==> config.mk <==
export PLATFORM = sky130hd
export DESIGN_NAME = tvs_front
export DESIGN_NICKNAME = d
export VERILOG_FILES = /design/src/rtl/core/tvs_pkg.sv /design/src/rtl/core/tvs_front.sv
export SDC_FILE = /design/constraint.sdc
export NUM_CORES = 1
export LEC_CHECK = 0
export BUFFER_PORTS_ARGS = -buffer_cell sky130_fd_sc_hd__buf_2
export CAP_MARGIN = 0
export CORE_MARGIN = 5
export CORE_UTILIZATION = 25
export DETAILED_ROUTE_END_ITERATION = 7
export PLACE_DENSITY_LB_ADDON = 0.12
export SYNTH_ARGS = -nofsm -noshare
export SYNTH_HDL_FRONTEND = slang
export SYNTH_SLANG_ARGS = --single-unit
==> constraint.sdc <==
create_clock -name vclk -period 3.5
set_input_delay 0.525 -clock vclk [all_inputs]
set_output_delay 0.525 -clock vclk [all_outputs]
set_load 0.01 [all_outputs]
==> src/rtl/core/tvs_pkg.sv <==
// shared types and codes for the trapezoid variate sampler
// no dependencies; imported by every module of the block but tvs_fifo
package tvs_pkg;

  // operation codes on the input side
  localparam logic OP_DRAW    = 1'b0;
  localparam logic OP_DENSITY = 1'b1;

  // region codes on the result side
  localparam logic [1:0] REG_OUTSIDE = 2'd0;
  localparam logic [1:0] REG_RISE    = 2'd1;
  localparam logic [1:0] REG_PLATEAU = 2'd2;
  localparam logic [1:0] REG_FALL    = 2'd3;

  typedef enum logic [1:0] {
    IDX_CORNER_LOW,
    IDX_CORNER_RISE_END,
    IDX_CORNER_FALL_START,
    IDX_CORNER_HIGH
  } reg_index_t;

  // what the front end decided about one item
  typedef enum logic [2:0] {
    K_BAD,
    K_ZERO,
    K_S_RISE,
    K_S_PLAT,
    K_S_FALL,
    K_D_RISE,
    K_D_PLAT,
    K_D_FALL
  } kind_t;

  typedef struct packed {
    logic busy;
    logic ordered;
  } cfg_status_t;

  function automatic logic is_draw(kind_t k);
    return (k == K_S_RISE) || (k == K_S_PLAT) || (k == K_S_FALL);
  endfunction

endpackage

==> src/rtl/core/tvs_front.sv <==
// front end: sorts each item into a region and picks the first multiplicand
// depends on tvs_pkg
module tvs_front import tvs_pkg::*; #(
  parameter int VALUE_WIDTH = 32
) (
  input  logic                          operation,
  input  logic [31:0]                   uniform_fraction,
  input  logic signed [VALUE_WIDTH-1:0] query_point,
  input  logic signed [VALUE_WIDTH-1:0] corner_a,
  input  logic signed [VALUE_WIDTH-1:0] corner_b,
  input  logic signed [VALUE_WIDTH-1:0] corner_c,
  input  logic signed [VALUE_WIDTH-1:0] corner_d,
  input  logic [32:0]                   low_thr,
  input  logic [32:0]                   high_thr,
  input  logic                          ordered,
  output kind_t                         kind,
  output logic [((VALUE_WIDTH > 33) ? VALUE_WIDTH : 33)-1:0] xop
);
  localparam int V  = VALUE_WIDTH;
  localparam int XW = (V > 33) ? V : 33;

  logic [32:0]       u33;
  logic [32:0]       u_rev;
  logic signed [V:0] xa;
  logic signed [V:0] dx;

  always_comb begin
    u33   = {1'b0, uniform_fraction};
    u_rev = 33'h1_0000_0000 - u33;
    xa    = {query_point[V-1], query_point} - {corner_a[V-1], corner_a};
    dx    = {corner_d[V-1], corner_d} - {query_point[V-1], query_point};
    kind  = K_BAD;
    xop   = '0;
    if (!ordered) begin
      kind = K_BAD;
    end else if (operation == OP_DRAW) begin
      if (u33 < low_thr) begin
        kind = K_S_RISE;
        xop  = XW'(u33);
      end else if (u33 < high_thr) begin
        kind = K_S_PLAT;
        xop  = XW'(u33);
      end else begin
        kind = K_S_FALL;
        xop  = XW'(u_rev);
      end
    end else begin
      if (query_point < corner_a) begin
        kind = K_ZERO;
      end else if (query_point < corner_b) begin
        kind = K_D_RISE;
        xop  = XW'(xa[V-1:0]);
      end else if (query_point < corner_c) begin
        kind = K_D_PLAT;
      end else if (query_point < corner_d) begin
        kind = K_D_FALL;
        xop  = XW'(dx[V-1:0]);
      end else begin
        kind = K_ZERO;
      end
    end
  end
endmodule

==> metrics.cfg <==
[worst_setup_path]
crit_required_ps = 2970
crit_end = xop[25]
cp-end-kind = primary output
arrival_ps = 3430
crit_path_start = query_point[0]
path_class = primary input to primary output
startpoint_type = primary input
path_max_fanout = 7

[synthesis]
synth_top_cells_by_area = ha_1 30%, inv_1 9.8%, xnor2_1 7.1%
ys_types = 69
syn_avg_cell_area_um2 = 6.83
syn_inst = 1160
synth_seq_area_share_pct = 0
synth_nets = 1611
synth-warning-count = 0
synth_area_um2 = 7920
synth_top_area_share_pct = 29.9
yosysTopAreaCell = ha_1

[power]
power_leakage_nw = 7.14
p_per_area_nw_per_um2 = 155
total_power_w = 0.00203
ir_drop_uv = 77.1

[global_routing]
grt-ovfl-total = 0
grt_max_degree = 33
grt_pass1_wl_mm = 51.4
antenna_found_initial = 9
grt_pass1_vias = 10300
grt_usage_pct = 17.5

[die]
dieArea_um2 = 35300
die_x_um = 188
start_util_pct = 25.2
placementRows = 65
die_h_um = 188
io_pins = 296
coreArea_um2 = 31400

[job]
cap_violations = 0

[sta]
rsz0062_at_grt = true
slew_violations = 0
slew-limit-headroom_pct = 37.9
setup-violations-final = 35
hold_ws_ps = 1450
fmaxAchievable_ghz = 0.253
setup_ws_ps = -454
period_minus_slack_ps = 3950
post-route-period-util_pct = 113
finalHoldViolCount = 0
worst_slew_pin_slew_ps = 931

[layout]
seqCellArea_um2 = 0
syn_to_final_growth_pct = 65.1
design.seq.count = 0
nFillCells = 3419
nClkBuffers = 0
drive_gt1_share_pct = 41.9
design_area_um2 = 13100
final-instance-count-excl-fill = 2147
nets = 2193

[place]
placedCellCount = 2123
portBuffers = 296
place_hpwl_mm = 30.1
placed_cell_area_um2 = 12100
gp_congestion = 0.849
dp_slack_ps = -992

[route]
vias = 10100
dr.first_iter.drc_count = 370
wl_per_cell_um = 15.4
firstDrtPassIters = 5
vias_per_cell = 4.70
remaining_drc_errors = 0
drt_wl_total_mm = 33.1
drtAntennaViolNets = 0

[outcome]
violations = setup timing
status = complete, but fails checks

[clock_tree]
ctsHoldBuffers = 0

[worst_hold_path]
hp-class = primary input to primary output

[routing by layer]
metal	part of all wire (%)	up-vias	global-route usage, %
li1	-	5317	-
met1	45	4524	22.1
met2	49	204	32.7
met3	4.4	30	2.55
met4	1.1	10	1.50
met5	0.19	-	0
[cells in the mapped netlist (all sizes together) (23+ instances only)]
library cell / n
nand4: 31
o221ai: 23
nor2: 67
ha: 189
o21ai: 62
inv: 208
xor2: 24
nand3: 24
nand2: 80
xnor2: 64
a21oi: 104
a21o: 52
[worst min path at each step]
stage | start | depth (start not counted) | endpoint | slack [ps]
global placement | ordered | 3 | kind[1] | 1450
floorplan | ordered | 2 | kind[0] | 1160
global route | ordered | 4 | kind[0] | 1470
detailed placement | ordered | 3 | kind[1] | 1450
CTS | ordered | 3 | kind[1] | 1460
finish | ordered | 3 | kind[1] | 1450
[cells by family (layout without fill, tap and decap cells)]
logic type,Yosys count,in the layout,synth area share [%]
other cells,0,5,0
simple gates,307,308,19.6
fa+ha+maj,191,191,30.4
xor+xnor,88,88,9.73
mux,2,2,0.269
compound gates,340,340,28.8
buf+inv,232,811,11.2
[layout make-up]
class	count	area, um2	area share [%]
timing repair buffer	603	4020	30.7
inverter	208	796	6.09
antenna	5	12.5	0.0957
tap	402	503	3.85
multi-input combinational	929	7750	59.3
[metrics by stage]
stage | setup TNS [ps] | util, %
2_1_floorplan | -364 | -
5_1_grt | -15550 | 41.6
4_1_cts | -13280 | 40.7
3_3_place_gp | -24220 | 38.6
3_5_place_dp | -27880 | 38.6
6_report | -11760 | 41.7
[where the power goes]
part | total [W] | internal, W | switching (W)
logic | 0.00203 | 0.00102 | 0.00101
clock network | 0.000000000191 | 0.000000000191 | 0
registers | 0 | 0 | 0
[repair_timing]
item	4_1_cts	5_1_grt
endpoints found under the hold margin	0	0
pin swaps	42	32
gates resized for setup	102	48
buffers inserted	12	5
endpoints found under the setup margin	35	36
gates cloned	3	1
[cell usage in the layout (no fill, tap or decap), types with 23 or more instances in the layout]
cell | Yosys | final
o21ai_0 | 39 | 32
nand4_1 | 30 | 30
ha_1 | 189 | 176
xnor2_1 | 64 | 63
buf_4 | 1 | 287
a21oi_1 | 103 | 93
a21o_1 | 52 | 52
nand2_1 | 80 | 74
inv_1 | 206 | 202
xor2_1 | 24 | 23
buf_2 | 6 | 285
nor2_1 | 66 | 65
[critical path, cell delays in order]
cell and delay [ps]:
buf_8 110, ha_4 150, fa_2 360, nor2b_4 140, o311a_4 190, o21ai_4 70, a21oi_2 160, nor2_2 50
o21a_1 190, o31a_1 280, buf_4 140, or4_4 490, buf_12 180, o221ai_4 190, buf_2 180
Note: power is estimated with default switching activity, not from simulation.
