[config.mk]
export PLATFORM = sky130hd
export DESIGN_NAME = tvs_fifo
export DESIGN_NICKNAME = d
export VERILOG_FILES = /design/src/rtl/core/tvs_fifo.sv
export SDC_FILE = /design/constraint.sdc
export NUM_CORES = 1
export LEC_CHECK = 0
export BUFFER_PORTS_ARGS = -buffer_cell sky130_fd_sc_hd__buf_2
export CORE_ASPECT_RATIO = 0.6
export CORE_UTILIZATION = 35
export DETAILED_ROUTE_END_ITERATION = 6
export PLACE_DENSITY = 0.62
export SLEW_MARGIN = 20
export SYNTH_ARGS = -nofsm -noshare
export SYNTH_HDL_FRONTEND = slang
export SYNTH_SLANG_ARGS = --single-unit
[constraint.sdc]
create_clock -name clk -period 2.4 [get_ports clk]
set_clock_uncertainty 0.05 [all_clocks]
set_input_delay 0.48 -clock clk [delete_from_list [all_inputs] [get_ports clk]]
set_output_delay 0.48 -clock clk [all_outputs]
set_load 0.03 [all_outputs]
[src/rtl/core/tvs_fifo.sv]
// small register queue used between stages and on the result side
// depends on nothing
module tvs_fifo #(
  parameter int WIDTH = 8,
  parameter int DEPTH = 4
) (
  input  logic             clk,
  input  logic             rst,
  input  logic             wr,
  input  logic [WIDTH-1:0] wdata,
  output logic             full,
  input  logic             rd,
  output logic [WIDTH-1:0] rdata,
  output logic             empty
);
  localparam int AW = (DEPTH > 1) ? $clog2(DEPTH) : 1;
  localparam int CW = $clog2(DEPTH + 1);

  logic [WIDTH-1:0] mem [DEPTH];
  logic [AW-1:0]    wptr;
  logic [AW-1:0]    rptr;
  logic [CW-1:0]    count;
  logic             wr_en;
  logic             rd_en;

  assign full  = (count == CW'(DEPTH));
  assign empty = (count == '0);
  assign wr_en = wr && !full;
  assign rd_en = rd && !empty;
  assign rdata = mem[rptr];

  always_ff @(posedge clk) begin
    if (rst) begin
      wptr  <= '0;
      rptr  <= '0;
      count <= '0;
    end else begin
      if (wr_en) begin
        wptr <= (wptr == AW'(DEPTH - 1)) ? '0 : wptr + 1'b1;
      end
      if (rd_en) begin
        rptr <= (rptr == AW'(DEPTH - 1)) ? '0 : rptr + 1'b1;
      end
      if (wr_en && !rd_en) begin
        count <= count + 1'b1;
      end else if (rd_en && !wr_en) begin
        count <= count - 1'b1;
      end
    end
  end

  always_ff @(posedge clk) begin
    if (wr_en) begin
      mem[wptr] <= wdata;
    end
  end
endmodule

==> results.py, run 1 <==
metrics = {
    "status": {
        "status": "finished, final reports clean",
    },
    "logic_synthesis": {
        "synth_compound_area_share_pct": 3.04,
        "syn_inst": 92,
        "synth_cell_types": 26,
        "seq_area_frac_synth_pct": 69.4,
        "avgSynthCellArea_um2": 17.9,
        "yosysTopAreaCell": "edfxtp_1",
        "ys.flop_type": "edfxtp_1",
        "synth_top_family_by_area": "multiplexers",
        "ys_ff_latch": 41,
        "synthesis.area_um2": 1650,
        "synth_edf_count": 32,
        "synth_xor_area_share_pct": 1.06,
        "synth_nets": 111,
        "synthAdderAreaFrac_pct": 5.78,
        "async_flop_share_pct": 0,
        "synth_top_cell_area_share_pct": 58.4,
        "synthMuxAreaShare_pct": 12.2,
        "yosysWarnings": 0,
        "synthTopCellsByArea": "edfxtp_1 (58%), dfxtp_1 (11%), mux4_2 (11%)",
        "yosys.area_share.simple_pct": 5.70,
    },
    "clocking": {
        "clock_sinks": 41,
        "tritoncts": "yes",
        "clk-insertion-delay-late_ps": 280,
        "cts_buffers": 5,
        "postCtsSetupBuffers": 0,
        "cts-hold-fix-buffers": 0,
        "clk_path_buf_depth": 2,
        "cts_root_buffer": "clkbuf_8",
        "clkTransAtPathRegs_ps": 80,
        "post_cts_resized": 0,
        "cts-htree-levels": 2,
    },
    "place": {
        "port_buffers": 21,
        "place.gp.congestion": 0.759,
        "dp_hpwl_um": 1930,
    },
    "grt": {
        "grt_max_degree": 15,
        "grt_overflow": 0,
        "grt_first_pass_wirelength_um": 4170,
        "antenna_found_initial": 0,
        "grt_use_total_pct": 12.0,
        "grt_pass1_vias": 819,
    },
    "floorplan": {
        "die_area_um2": 4990,
        "initial_utilization_pct": 38.2,
        "rows": 18,
        "fp.dieH_um": 55.1,
        "die_x_um": 90.5,
        "core_area_um2": 4300,
        "ios": 22,
    },
    "sta": {
        "rsz0062_at_grt": "false",
        "timing.fmax_mhz": 453,
        "min_period_ps": 2210,
        "hold_violations": 0,
        "maxSlewViolCount": 0,
        "slew-limit-headroom_pct": 73.7,
        "setup_violations": 0,
        "post-route-period-util_pct": 92.1,
        "worst_pin_slew_ps": 393,
        "tns_ps": 0,
    },
    "setup_path": {
        "critical_path.top_delay_family": "simple AND/OR/NAND/NOR gates",
        "cp_max_fo": 5,
        "r2r_setup_slack_ps": 190,
        "worstSetupPathType": "reg -> reg",
        "r2r_cells": 9,
        "cp-startpoint": "count[2]",
        "critPathLaunchType": "flip-flop",
        "cp.required_ps": 2570,
        "endpoint_kind": "flip-flop",
        "slowest_stage": "or3_2",
        "crit_arrival_ps": 2380,
        "cp_num_buf_inv": 2,
        "critical_path.cell_chain": "or3b_4 -> clkinv_4 -> nor2_4 -> ha_2 -> inv_1 -> fa_1 -> xor2_1 -> or3_2 -> a21oi_1",
        "max_stage_delay_ps": 400,
        "r2r_start": "count[2]",
        "worstReg2RegEnd": "count[2]",
    },
    "detailed_routing": {
        "vias": 851,
        "wl_per_cell_um": 14.6,
        "drt_wl_total_um": 2630,
        "first_pass_iters": 4,
        "antenna_left": 0,
        "drt_iter0_markers": 16,
        "vias_per_cell": 4.73,
        "drcViolationCount": 0,
    },
    "final_layout": {
        "layout.nets": 138,
        "antenna_cells": 0,
        "fin_util_pct": 46.1,
        "area_growth_syn_to_layout_pct": 20.5,
        "drive_above_1_share_pct": 44.2,
    },
    "hold_path": {
        "hold_path_end": "mem[1][2]",
        "hold_start": "wdata[2]",
        "whs_path_depth": 1,
        "hold_class": "in -> reg",
    },
    "pwr": {
        "cellLeakagePower_uw": 0.000733,
        "peakVddDrop_v": 0.000303,
        "power_density_nw_per_um2": 1110,
    },
    "job": {
        "cap_violations": 0,
    },
}
final cells by class:
| type | count | area [µm²] |
|---|---|---|
| inverter | 5 | 23.8 |
| tap | 60 | 75.1 |
| sequential | 41 | 1140 |
| clock buffer | 5 | 68.8 |
| timing repair buffer | 24 | 128 |
| fill | 389 | 2320 |
| clock inverter | 3 | 68.8 |
| multi-input combinational | 42 | 475 |
power breakdown:
group          internal (µW)  switching (µW)
sequential               868            62.8
clock                    418             236
combinational            263             357
total                   1550             656
routing by layer:
layer / GRT usage [%] / part of all wire, %
met4: 4.84 / 0.72
met5: 0 / 0
met3: 4.51 / 4.7
met1: 14.3 / 47
met2: 20.3 / 47
worst max-delay path by stage:
stage               endpoint  slack, ps  depth (start not counted)
detailed placement  count[2]         60                          9
global route        count[2]         40                          9
floorplan           count[2]        130                         10
CTS                 count[2]         50                          9
finish              count[2]        190                          9
global placement    count[2]        150                          9
cells by family after synthesis:
group           after synthesis
buf+inv                       9
mux                          10
flops                        41
compound gates                7
simple gates                 16
fa+ha+maj                     7
xor+xnor                      2
flip-flops by register name (all words and copies together) (netlist names), named ones only:
signal and cells:
wptr 2, count 3, mem 32, rptr 2
worst reg2reg max path, cell delays in order, from the launching register on:
cell	delay, ps
dfxtp_2	360
or3b_4	260
clkinv_4	60
nor2_4	100
ha_2	190
inv_1	50
fa_1	370
xor2_1	160
or3_2	400
a21oi_1	140
cells in the mapped netlist (all sizes together), types with 2 or more instances:
cell and count:
or3 2, and3 4, o21ai 2, o31ai 2
mux2i 2, nor2 4, dfxtp 9, nor3 2
xor2 2, nand3 2, edfxtp 32, mux4 8
a21oi 3, ha 6, buf 3, inv 4
cells in the final DEF, fill, tap and decap left out, types with 3 or more instances in the layout:
| master | Yosys | final |
|---|---|---|
| buf_4 | 0 | 3 |
| mux4_2 | 8 | 8 |
| dfxtp_1 | 9 | 7 |
| nor2_1 | 3 | 3 |
| ha_1 | 6 | 5 |
| buf_2 | 1 | 21 |
| clkbuf_8 | 0 | 5 |
| inv_1 | 4 | 4 |
| edfxtp_1 | 32 | 32 |
| and3_2 | 4 | 4 |
| a21oi_1 | 3 | 3 |
stage by stage:
step                total power [µW]  cell area [µm²]  hold WS (ps)  instances  worst slack, ps
global placement                1540             1820           445        172              146
detailed placement              1550             1820           452        172             63.9
CTS                             2220             1960           348        180             51.0
floorplan                       1390             1650           413         92              135
global route                    2310             1980           348        180             37.6
finish                          2210             1980           357        180              191
No activity file was read; power rests on OpenSTA's default activity.
==> run 2, diff against run 1 <==
--- a/config.mk
+++ b/config.mk
@@ -7,9 +7,9 @@
 export LEC_CHECK = 0
 export BUFFER_PORTS_ARGS = -buffer_cell sky130_fd_sc_hd__buf_2
 export CORE_ASPECT_RATIO = 0.6
-export CORE_UTILIZATION = 35
+export CORE_UTILIZATION = 48
 export DETAILED_ROUTE_END_ITERATION = 6
-export PLACE_DENSITY = 0.62
+export PLACE_DENSITY = 0.77
 export SLEW_MARGIN = 20
 export SYNTH_ARGS = -nofsm -noshare
 export SYNTH_HDL_FRONTEND = slang
==> results.py, run 2 (synthesis results as in run 1) <==
metrics = {
    "clocking": {
        "cts_buffers": 5,
        "clk_path_buf_depth": 2,
        "clkTransAtPathRegs_ps": 80,
        "cts_root_buffer": "clkbuf_8",
        "clock_sinks": 41,
        "clk-insertion-delay-late_ps": 290,
        "tritoncts": "yes",
        "cts-htree-levels": 2,
        "postCtsSetupBuffers": 0,
        "cts-hold-fix-buffers": 0,
    },
    "final_layout": {
        "final_cell_mix": "edfxtp_1 (32), buf_2 (21), mux4_2 (8)",
        "antenna_cells": 0,
        "layout.nets": 137,
        "drive_above_1_share_pct": 43.7,
        "regMostFlops": "mem",
        "reg_top3": "mem: 32 flops, count: 3 flops",
        "fillCellCount": 253,
        "final_common_cell": "edfxtp_1",
        "largest_reg_flops": 32,
        "area_growth_syn_to_layout_pct": 18.9,
    },
    "detailed_routing": {
        "first_pass_iters": 4,
        "drcViolationCount": 0,
        "antenna_left": 0,
        "vias": 834,
        "wl_per_cell_um": 15.2,
        "drt_wl_total_um": 2500,
        "vias_per_cell": 5.09,
        "drt_iter0_markers": 29,
    },
    "floorplan": {
        "initial_utilization_pct": 50.4,
        "rows": 16,
        "die_x_um": 77.6,
        "core_area_um2": 3260,
        "die_area_um2": 3670,
        "fp.dieH_um": 47.4,
        "ios": 22,
    },
    "grt": {
        "grt_overflow": 0,
        "grt_use_total_pct": 15.2,
        "gr-usage-met3_pct": 6.21,
        "grtUsageMet1_pct": 18.6,
        "grt_busiest_layer": "met2",
        "antenna_found_initial": 0,
        "grt_util_met2_pct": 25.1,
        "grt_pass1_vias": 793,
        "grt_first_pass_wirelength_um": 3800,
        "grt_max_degree": 15,
    },
    "sta": {
        "timing.fmax_mhz": 448,
        "tns_ps": 0,
        "setup_violations": 0,
        "slew-limit-headroom_pct": 73.7,
        "min_period_ps": 2230,
        "post-route-period-util_pct": 92.9,
        "maxSlewViolCount": 0,
        "finalWorstSetupSlack_ps": 170,
        "worst_pin_slew_ps": 393,
        "hold_violations": 0,
        "rsz0062_at_grt": "false",
    },
    "pwr": {
        "clkPwrFrac_pct": 30.0,
        "peakVddDrop_v": 0.000537,
        "sequentialPowerShare_pct": 42.5,
        "power.switching_fraction_pct": 29.9,
        "power_frac_comb_pct": 27.5,
        "power_density_nw_per_um2": 1130,
        "power_switching_uw": 658,
        "cellLeakagePower_uw": 0.000728,
        "p_int_uw": 1540,
    },
    "status": {
        "status": "finished, final reports clean",
    },
    "place": {
        "place.gp.congestion": 0.737,
        "preCtsSetupSlack_ps": 58.1,
        "dp_hpwl_um": 1740,
        "port_buffers": 21,
    },
    "setup_path": {
        "r2r_cells": 9,
        "critPathLaunchType": "flip-flop",
        "worstSetupPathType": "reg -> reg",
        "crit_arrival_ps": 2410,
        "cp_max_fo": 5,
        "endpoint_kind": "flip-flop",
        "cp-startpoint": "count[2]",
        "cp.required_ps": 2580,
        "r2r_start": "count[2]",
    },
    "hold_path": {
        "whs_path_depth": 1,
        "hold_class": "in -> reg",
        "hold_start": "wdata[7]",
    },
    "job": {
        "cap_violations": 0,
    },
}
==> run 2: cell types whose count changed in the layout (fill, tap and decap cells not counted), sizes merged <==
| cell | previous run | this run |
|---|---|---|
| buf | 24 | 23 |
==> run 2: repair_timing <==
action	CTS	global route
hold endpoints to repair	0	0
setup endpoints to repair	0	1
gates resized for setup	0	6
==> run 2: layer usage <==
layer	vias up	wire (µm)	share of wire, %
li1	401	-	-
met1	411	1170	47
met2	17	1160	47
met3	5	127	5.1
met4	0	34	1.4
met5	-	0	0
==> run 2: path summary, 6_finish.rpt <==
kind | to | slack (ps)
min | mem[3][7] | 350
min reg2reg | rptr[0] | 470
max reg2reg | count[2] | 170
max | count[2] | 170
==> run 2: layout make-up <==
class | count | area, µm² | share of cell area, %
clock buffers | 5 | 68.8 | 3.52
clock inverters | 3 | 68.8 | 3.52
inverters | 5 | 23.8 | 1.21
multi-input cells | 42 | 475 | 24.3
flip-flops and latches | 41 | 1140 | 58.4
well taps | 45 | 56.3 | 2.88
repair buffers | 23 | 120 | 6.14
==> run 2: power groups by stage <==
| stage | registers, µW | logic [µW] | clock network [µW] |
|---|---|---|---|
| after CTS | 927 | 597 | 670 |
| after floorplan | 920 | 472 | 0 |
| after detailed placement | 943 | 596 | 0 |
| after global placement | 936 | 578 | 0 |
| after global routing | 950 | 660 | 692 |
| final | 935 | 607 | 660 |
==> run 2: through the flow <==
step                      std cells  instance area [µm²]  hold slack, ps  utilization (%)  total power (µW)
final                           164                 1960             352             60.0              2200
after CTS                       164                 1940             342             59.3              2190
after floorplan                  92                 1650             413                -              1390
after global routing            164                 1960             347             60.0              2300
after detailed placement        156                 1800             460             55.1              1540
after global placement          156                 1800             429             55.1              1510
==> run 2: worst max-delay path, cell delays in order, from the launching register on <==
cell and delay [ps]:
dfxtp_1 370, or3b_4 280, clkinv_4 60, nor2_4 100, ha_2 200, inv_1 50, fa_1 370, xor2_1 160
or3_2 410, a21oi_1 140
