### src/rtl/core/tvs_pkg.sv
// shared types and codes for the trapezoid variate sampler
// no dependencies; imported by every module of the block but tvs_fifo
package tvs_pkg;

  // operation codes on the input side
  localparam logic OP_DRAW    = 1'b0;
  localparam logic OP_DENSITY = 1'b1;

  // region codes on the result side
  localparam logic [1:0] REG_OUTSIDE = 2'd0;
  localparam logic [1:0] REG_RISE    = 2'd1;
  localparam logic [1:0] REG_PLATEAU = 2'd2;
  localparam logic [1:0] REG_FALL    = 2'd3;

  typedef enum logic [1:0] {
    IDX_CORNER_LOW,
    IDX_CORNER_RISE_END,
    IDX_CORNER_FALL_START,
    IDX_CORNER_HIGH
  } reg_index_t;

  // what the front end decided about one item
  typedef enum logic [2:0] {
    K_BAD,
    K_ZERO,
    K_S_RISE,
    K_S_PLAT,
    K_S_FALL,
    K_D_RISE,
    K_D_PLAT,
    K_D_FALL
  } kind_t;

  typedef struct packed {
    logic busy;
    logic ordered;
  } cfg_status_t;

  function automatic logic is_draw(kind_t k);
    return (k == K_S_RISE) || (k == K_S_PLAT) || (k == K_S_FALL);
  endfunction

endpackage

### src/rtl/core/tvs_derive.sv
// corner registers and the derived constants, with a bit-serial divider
// depends on tvs_pkg
module tvs_derive import tvs_pkg::*; #(
  parameter int VALUE_WIDTH = 32,
  parameter int FRAC_BITS   = 16
) (
  input  logic                          clk,
  input  logic                          rst,
  input  logic                          write_enable,
  input  logic [1:0]                    register_index,
  input  logic [VALUE_WIDTH-1:0]        write_data,
  output logic signed [VALUE_WIDTH-1:0] corner_a,
  output logic signed [VALUE_WIDTH-1:0] corner_b,
  output logic signed [VALUE_WIDTH-1:0] corner_c,
  output logic signed [VALUE_WIDTH-1:0] corner_d,
  output logic [VALUE_WIDTH-1:0]        rise,
  output logic [VALUE_WIDTH-1:0]        fall,
  output logic [VALUE_WIDTH:0]          span,
  output logic [VALUE_WIDTH-2:0]        height,
  output logic [32:0]                   low_thr,
  output logic [32:0]                   high_thr,
  output cfg_status_t                   status
);
  localparam int V    = VALUE_WIDTH;
  localparam int SW   = V + 1;
  localparam int DW_A = 2 * FRAC_BITS + 2;
  localparam int DW_B = SW + 33;
  localparam int DW   = (DW_A > DW_B) ? DW_A : DW_B;
  localparam int CW   = $clog2(DW + 1);
  localparam logic [V-1:0] RST_A = '0;
  localparam logic [V-1:0] RST_B = V'(64'd1 << (FRAC_BITS - 2));
  localparam logic [V-1:0] RST_C = V'(64'd3 << (FRAC_BITS - 2));
  localparam logic [V-1:0] RST_D = V'(64'd1 << FRAC_BITS);
  localparam logic [32:0]  ONE32 = 33'h1_0000_0000;

  typedef enum logic [2:0] {
    ST_IDLE,
    ST_PREP,
    ST_DIV_H,
    ST_DIV_LO,
    ST_DIV_HI
  } state_t;

  state_t          state;
  logic            ordered;
  logic [DW-1:0]   dvd;
  logic [DW-1:0]   quot;
  logic [SW-1:0]   rem;
  logic [CW-1:0]   cnt;

  logic signed [V:0] d_ba;
  logic signed [V:0] d_cb;
  logic signed [V:0] d_dc;
  logic              ordered_c;
  logic [SW-1:0]     span_c;
  logic [SW:0]       rs;
  logic              ge;
  logic [SW-1:0]     rem_step;
  logic [DW-1:0]     quot_step;

  always_comb begin
    d_ba      = {corner_b[V-1], corner_b} - {corner_a[V-1], corner_a};
    d_cb      = {corner_c[V-1], corner_c} - {corner_b[V-1], corner_b};
    d_dc      = {corner_d[V-1], corner_d} - {corner_c[V-1], corner_c};
    ordered_c = (corner_a <= corner_b) && (corner_b <= corner_c) && (corner_c <= corner_d);
    span_c    = SW'(d_ba[V-1:0]) + SW'(d_dc[V-1:0]) + (SW'(d_cb[V-1:0]) << 1);
    rs        = {rem, dvd[DW-1]};
    ge        = (rs >= {1'b0, span});
    rem_step  = ge ? SW'(rs - {1'b0, span}) : rs[SW-1:0];
    quot_step = {quot[DW-2:0], ge};
  end

  assign status.busy    = (state != ST_IDLE);
  assign status.ordered = ordered;

  always_ff @(posedge clk) begin
    if (rst) begin
      state    <= ST_PREP;
      ordered  <= 1'b1;
      corner_a <= RST_A;
      corner_b <= RST_B;
      corner_c <= RST_C;
      corner_d <= RST_D;
      cnt      <= '0;
    end else if (write_enable) begin
      unique case (reg_index_t'(register_index))
        IDX_CORNER_LOW:        corner_a <= write_data;
        IDX_CORNER_RISE_END:   corner_b <= write_data;
        IDX_CORNER_FALL_START: corner_c <= write_data;
        IDX_CORNER_HIGH:       corner_d <= write_data;
      endcase
      state <= ST_PREP;
    end else begin
      unique case (state)
        ST_IDLE: begin
        end
        ST_PREP: begin
          ordered <= ordered_c;
          rise    <= d_ba[V-1:0];
          fall    <= d_dc[V-1:0];
          span    <= span_c;
          if (!ordered_c) begin
            height   <= '0;
            low_thr  <= '0;
            high_thr <= '0;
            state    <= ST_IDLE;
          end else if (span_c == '0) begin
            height   <= '1;
            low_thr  <= '0;
            high_thr <= ONE32;
            state    <= ST_IDLE;
          end else begin
            dvd   <= DW'(1) << (2 * FRAC_BITS + 1);
            rem   <= '0;
            quot  <= '0;
            cnt   <= CW'(DW);
            state <= ST_DIV_H;
          end
        end
        ST_DIV_H, ST_DIV_LO, ST_DIV_HI: begin
          if (cnt != '0) begin
            dvd  <= dvd << 1;
            rem  <= rem_step;
            quot <= quot_step;
            cnt  <= cnt - 1'b1;
          end else begin
            rem  <= '0;
            quot <= '0;
            cnt  <= CW'(DW);
            if (state == ST_DIV_H) begin
              // saturate the plateau height to the largest positive value
              height <= (quot > DW'({(V-1){1'b1}})) ? '1 : quot[V-2:0];
              dvd    <= DW'(rise) << 32;
              state  <= ST_DIV_LO;
            end else if (state == ST_DIV_LO) begin
              low_thr <= quot[32:0];
              dvd     <= DW'(span - SW'(fall)) << 32;
              state   <= ST_DIV_HI;
            end else begin
              high_thr <= quot[32:0];
              state    <= ST_IDLE;
            end
          end
        end
        default: state <= ST_IDLE;
      endcase
    end
  end
endmodule

### config.mk
export PLATFORM = sky130hd
export DESIGN_NAME = tvs_derive
export DESIGN_NICKNAME = d
export VERILOG_FILES = /design/src/rtl/core/tvs_pkg.sv /design/src/rtl/core/tvs_derive.sv
export SDC_FILE = /design/constraint.sdc
export NUM_CORES = 1
export LEC_CHECK = 0
export ABC_AREA = 0
export BUFFER_PORTS_ARGS = -buffer_cell sky130_fd_sc_hd__clkbuf_2
export CAP_MARGIN = 5
export CORE_ASPECT_RATIO = 1.5
export CORE_MARGIN = 5
export CORE_UTILIZATION = 64
export CTS_CLUSTER_SIZE = 24
export DETAILED_ROUTE_END_ITERATION = 8
export HOLD_SLACK_MARGIN = 0.1
export PLACE_DENSITY = 0.86
export SLEW_MARGIN = 15
export SYNTH_ARGS = -nofsm -noshare
export SYNTH_HDL_FRONTEND = slang
export SYNTH_SLANG_ARGS = --single-unit
### constraint.sdc
create_clock -name clk -period 21.8 [get_ports clk]
set_input_delay 1.09 -clock clk [delete_from_list [all_inputs] [get_ports clk]]
set_output_delay 1.09 -clock clk [all_outputs]
set_load 0.1 [all_outputs]
==> results of run 1 <==
## sequential cells by signal, summed over array words and instances, names as in the netlist
signal and count:
quot 66, dvd 34, high_thr 33, low_thr 33
rem 33, span 33, corner_a 32, corner_b 32
corner_c 32, corner_d 32, fall 32, rise 32
height 31, cnt 7, state 3, ordered 1
## per-stage QoR
stage | utilization, % | cell area [sq um] | worst slack [ps]
after CTS | 73.71 | 32420 | 13340
final | 73.71 | 32420 | 13220
after global placement | 70.22 | 30890 | 13660
after floorplan | - | 28560 | 10100
after global routing | 73.71 | 32420 | 12620
after detailed placement | 70.22 | 30890 | 13420
## kinds of logic (layout without fill, tap and decap cells)
logic type,count (synthesis),in the layout,synth area share (%)
flops,466,466,44.13
compound gates,793,793,17.66
buf+inv,441,794,5.924
simple gates,946,946,15.79
fa+ha+maj,231,231,11.09
mux,9,9,0.3155
xor+xnor,166,166,5.091
## final timing paths
| path | startpoint | endpoint | slack (ps) | cells past startpoint |
|---|---|---|---|---|
| max | corner_a[1] | quot[4] | 13220 | 29 |
| min | corner_a[2] | corner_a[2] | 470 | 2 |
| max reg2reg | corner_a[1] | quot[4] | 13220 | 29 |
| min reg2reg | corner_a[2] | corner_a[2] | 470 | 2 |
## cells in the mapped netlist, types with 18 or more instances
master and count:
xor2_1 65, nor2b_1 26, and2_1 104, edfxtp_1 327, nand2b_1 29, a21o_1 109
o21bai_1 26, fa_1 37, clkbuf_1 91, o21a_1 50, nor3_1 48, xnor2_1 101
nand3_1 41, a21oi_1 328, o21ai_0 109, ha_1 194, dfxtp_1 139, and3_1 27
a31oi_1 29, inv_1 328, nand4_1 24, nor2_1 183, nand2_1 379, nor4_1 18
## critical path, delay by kind of cell, from the launching register on
| family | cells | cell delay, ps |
|---|---|---|
| AOI/OAI and AO/OA | 10 | 2310 |
| buffers and inverters | 4 | 1270 |
| and+or+nand+nor | 9 | 2200 |
| xor gates and xnor gates | 3 | 710 |
| adders and majority gates | 3 | 1280 |
| DFF | 1 | 400 |
## power by group
| part | internal (mW) | leakage (nW) | switching (mW) |
|---|---|---|---|
| Combinational | 0.768 | 9.18 | 1.62 |
| Sequential | 1.08 | 4.24 | 0.0866 |
| Clock | 0.473 | 0.755 | 0.349 |
| Total | 2.32 | 14.2 | 2.06 |
## metal layers
layer / up-vias / track usage [%] / share of wire (%)
met5: - / 0 / 0
met4: 0 / 17.64 / 6.3
met3: 266 / 3.779 / 6.4
met2: 1147 / 60.98 / 51
met1: 11470 / 37.72 / 36
li1: 11310 / - / -
## final cells by class
class                           instances  area, sq um
Multi-Input combinational cell       2145        14330
Timing Repair Buffer                  386         1999
Fill cell                            3227        11560
Sequential cell                       466        12600
Inverter                              328         1231
Clock buffer                           55         1225
Clock inverter                         25        311.5
Tap cell                              576        720.7
==> results.yml, run 1 <==
run_status:
  outcome: "complete, no violations"
sta:
  min_period_ps: 8579
  fin_crit_sh_pct: 39.35
  rsz0062_at_grt: "no"
  hold-worst-slack_ps: 473.3
  relSlewSlack_pct: 26.47
  worstMarginPinSlew_ps: 1100
  fin_skew_ps: 19.19
  slew_violations: 0
  finalSetupViolations: 0
  hold_viol_final: 0
  max_freq_mhz: 116.6
  setup_tns_ps: 0
routing:
  wirelength_um: 84010
  ant_nets: 0
  drt_iter0_drc: 2038
  viasPerCell: 6.076
  drc: 0
  wl_per_cell_um: 21.10
  firstDrtPassIters: 6
  vias: 24190
power:
  power_mw: 4.381
  pwr_density_cell_nw_per_um2: 135.1
  vdd_drop_max_v: 0.00007934
  leakagePower_nw: 14.17
synthesis:
  syn-cell-area_sq_um: 28560
  yosysSeqAreaShare_pct: 44.13
  ys_ff_latch: 466
  yosys_warnings: 0
  synth_ff_type: "edfxtp_1"
  yosys-top-cells-area: "edfxtp_1 34%, dfxtp_1 9.7%, ha_1 8.5%, a21oi_1 5.7%, nand2_1 5.0%"
  synth_edf_count: 327
  avgSynthCellArea_sq_um: 9.357
  synth_top_cell_by_area: "edfxtp_1"
  synth.distinct_cells: 89
  netlist_instances: 3052
  synth_top_cell_area_share_pct: 34.39
  synth_nets: 3320
  synth_async_sr_flop_share_pct: 0
die:
  core_sq_um: 43990
  num_io_pins: 361
  die_w_um: 182.5
  initial_core_util_pct: 64.92
  die-area_sq_um: 49030
  rows: 94
  dieHeight_um: 268.7
finish:
  final_common_cell: "nand2_1"
  final_nets: 3638
  drive_gt1_share_pct: 14.92
  final_cell_mix: "379 x nand2_1, 359 x clkbuf_2, 328 x inv_1"
  area_growth_pct: 13.54
  fin_cells: 3981
  antenna_cells: 0
critical_path:
  max_stage_delay_ps: 720
  critPathSlowestCell: "buf_4"
  critPathArrivalTime_ps: 8770
  cp-end-kind: "register"
  cp.required_ps: 21990
  crit_fanout: 63
  crit_path_start_kind: "register"
  critPathKind: "register to register"
clock_network:
  clockBufferDepth: 3
  cts_root_buffer: "clkbuf_16"
  clk-insertion-delay-late_ps: 570
  numCtsBuffers: 43
  htreeDepth: 2
  cts_setup_buffers: 0
  cts_sinks: 466
  clkTransAtPathRegs_ps: 60
  ctsHoldBuffers: 0
  cts_tree: "done"
  cts_resized: 0
global_route:
  grt_antenna_before_repair: 0
  grt_max_degree: 85
  grt_pass1_vias: 24340
  grt_pass1_wl_um: 129700
  globalRouteTotalUtil_pct: 33.17
  overflow: 0
place:
  place_inst: 3901
  dpl.hpwl_um: 64280
  gp_congestion: 1.010
  port_buffers: 360
flow_run:
  drv_cap: 0
worst_hold_path:
  hold_class: "register to register"
(Power assumes the default switching activity.)
==> run 2, diff against run 1 <==
--- a/config.mk
+++ b/config.mk
@@ -10,11 +10,11 @@
 export CAP_MARGIN = 5
 export CORE_ASPECT_RATIO = 1.5
 export CORE_MARGIN = 5
-export CORE_UTILIZATION = 64
+export CORE_UTILIZATION = 54
 export CTS_CLUSTER_SIZE = 24
 export DETAILED_ROUTE_END_ITERATION = 8
 export HOLD_SLACK_MARGIN = 0.1
-export PLACE_DENSITY = 0.86
+export PLACE_DENSITY = 0.77
 export SLEW_MARGIN = 15
 export SYNTH_ARGS = -nofsm -noshare
 export SYNTH_HDL_FRONTEND = slang
==> constraint.sdc (replaced) <==
create_clock -name clk -period 7.7 [get_ports clk]
set_input_delay 0.385 -clock clk [delete_from_list [all_inputs] [get_ports clk]]
set_output_delay 0.385 -clock clk [all_outputs]
set_load 0.1 [all_outputs]
==> results.yml, run 2 (synthesized netlist as in run 1, its figures left out) <==
die:
  rows: 103
  die_w_um: 197.8
  num_io_pins: 361
  dieHeight_um: 291.6
  initial_core_util_pct: 54.31
  die-area_sq_um: 57670
  core_sq_um: 52580
clock_network:
  htreeDepth: 2
  cts_root_buffer: "clkbuf_16"
  cts_tree: "done"
  cts_sinks: 466
  numCtsBuffers: 44
  clockBufferDepth: 3
  clk-insertion-delay-late_ps: 570
  clkTransAtPathRegs_ps: 60
power:
  vdd_drop_max_v: 0.0002840
  pwr_density_cell_nw_per_um2: 369.8
  leakagePower_nw: 14.33
  power_mw: 12.22
routing:
  vias: 23730
  viasPerCell: 5.757
  ant_nets: 0
  firstDrtPassIters: 7
  drc: 0
  wl_per_cell_um: 19.92
  drt_iter0_drc: 1282
  wirelength_um: 82080
run_status:
  outcome: "complete, no violations"
sta:
  worstMarginPinSlew_ps: 1070
  hold_viol_final: 0
  relSlewSlack_pct: 28.52
  fin_crit_sh_pct: 94.94
  min_period_ps: 7311
  setup_tns_ps: 0
  max_freq_mhz: 136.8
  fin_skew_ps: 24.04
  rsz0062_at_grt: "no"
  slew_violations: 0
  finalSetupViolations: 0
critical_path:
  crit_fanout: 76
  critPathArrivalTime_ps: 7510
  critPathKind: "register to register"
  max_stage_delay_ps: 440
  crit_path_start_kind: "register"
  critPathSlowestCell: "fa_1"
  cp.required_ps: 7900
  cp-end-kind: "register"
finish:
  antenna_cells: 0
  fin_cells: 4121
  top_register: "quot"
  final_nets: 3672
  top_regs: "quot: 66 flops, dvd: 34 flops"
  drive_gt1_share_pct: 16.78
  final_util_pct: 62.86
  multiInputGateArea_sq_um: 14440
  regArea_sq_um: 12710
  final_common_cell: "nand2_1"
  final_cell_mix: "379 x nand2_1, 359 x clkbuf_2, 329 x inv_1"
  largest_reg_flops: 66
  num-fill-cells: 4448
  area_growth_pct: 15.74
global_route:
  grt_pass1_vias: 23590
  overflow: 0
  grt_antenna_before_repair: 0
  grt_max_degree: 77
  grt_pass1_wl_um: 127300
  globalRouteTotalUtil_pct: 27.54
place:
  gp_congestion: 0.9797
  port_buffers: 360
  dpl.hpwl_um: 64060
  place_inst: 4009
worst_hold_path:
  hold_class: "input pin to register"
flow_run:
  drv_cap: 0
==> run 2: cell types whose count changed in the layout (fill, tap and decap cells not counted), moves of 5 or more <==
cell           previous run  this run
dlygate4sd3_1             0        29
dfxtp_2                   0        35
dfxtp_4                   0        18
bufinv_16                 6         1
dfxtp_1                 139        86
inv_6                     2         7
==> run 2: repair_timing <==
action / in CTS / in global routing
resized for setup: 0 / 2
hold buffers: 29 / 0
setup endpoints to repair: 0 / 122
setup buffers: 0 / 2
endpoints found under the hold margin: 108 / 0
==> run 2: critical path: cells and delay by family, from the launching register on <==
family,cells,cell delay [ps]
AOI/OAI and AO/OA,12,2850
xor gates and xnor gates,3,720
adders and majority gates,3,1030
buffers and inverters,4,660
DFF,1,360
and+or+nand+nor,6,1250
==> run 2: worst paths after layout <==
kind                  from            to  slack, ps  cells after the start
min reg2reg   corner_a[12]  corner_a[12]        460                      2
max reg2reg    corner_b[2]       rem[31]        390                     28
min          write_data[3]   corner_c[3]        120                      3
max            corner_b[2]       rem[31]        390                     28
==> run 2: area by class of cell <==
cell class / instances / area share (%)
Inverter: 328 / 3.725
Tap cell: 682 / 2.582
Clock buffer: 54 / 3.763
Sequential cell: 466 / 38.47
Multi-Input combinational cell: 2145 / 43.68
Clock inverter: 27 / 0.6171
Timing Repair Buffer: 419 / 7.170
==> run 2: power breakdown <==
group / switching, mW / internal [mW] / leakage (nW) / total [mW]
combinational: 4.53 / 2.20 / 9.35 / 6.74
clock: 0.990 / 1.20 / 0.710 / 2.19
sequential: 0.231 / 3.06 / 4.27 / 3.29
total: 5.75 / 6.47 / 14.3 / 12.2
==> run 2: metal layers <==
metal	up-vias	global-route usage, %	part of all wire [%]
met3	237	3.486	6.0
met1	11190	31.56	37
met4	0	14.75	6.5
li1	11400	-	-
met5	-	0	0
met2	892	49.53	51
==> run 2: metrics by stage <==
stage          setup slack, ps  cell area (sq um)  hold slack (ps)
6_report                 389.3              33050            117.0
5_1_grt                  54.21              33050            121.2
4_1_cts                  449.1              33030            103.1
2_1_floorplan            17.05              28790            456.4
3_3_place_gp             560.2              31290            447.3
3_5_place_dp             482.7              31290            453.4
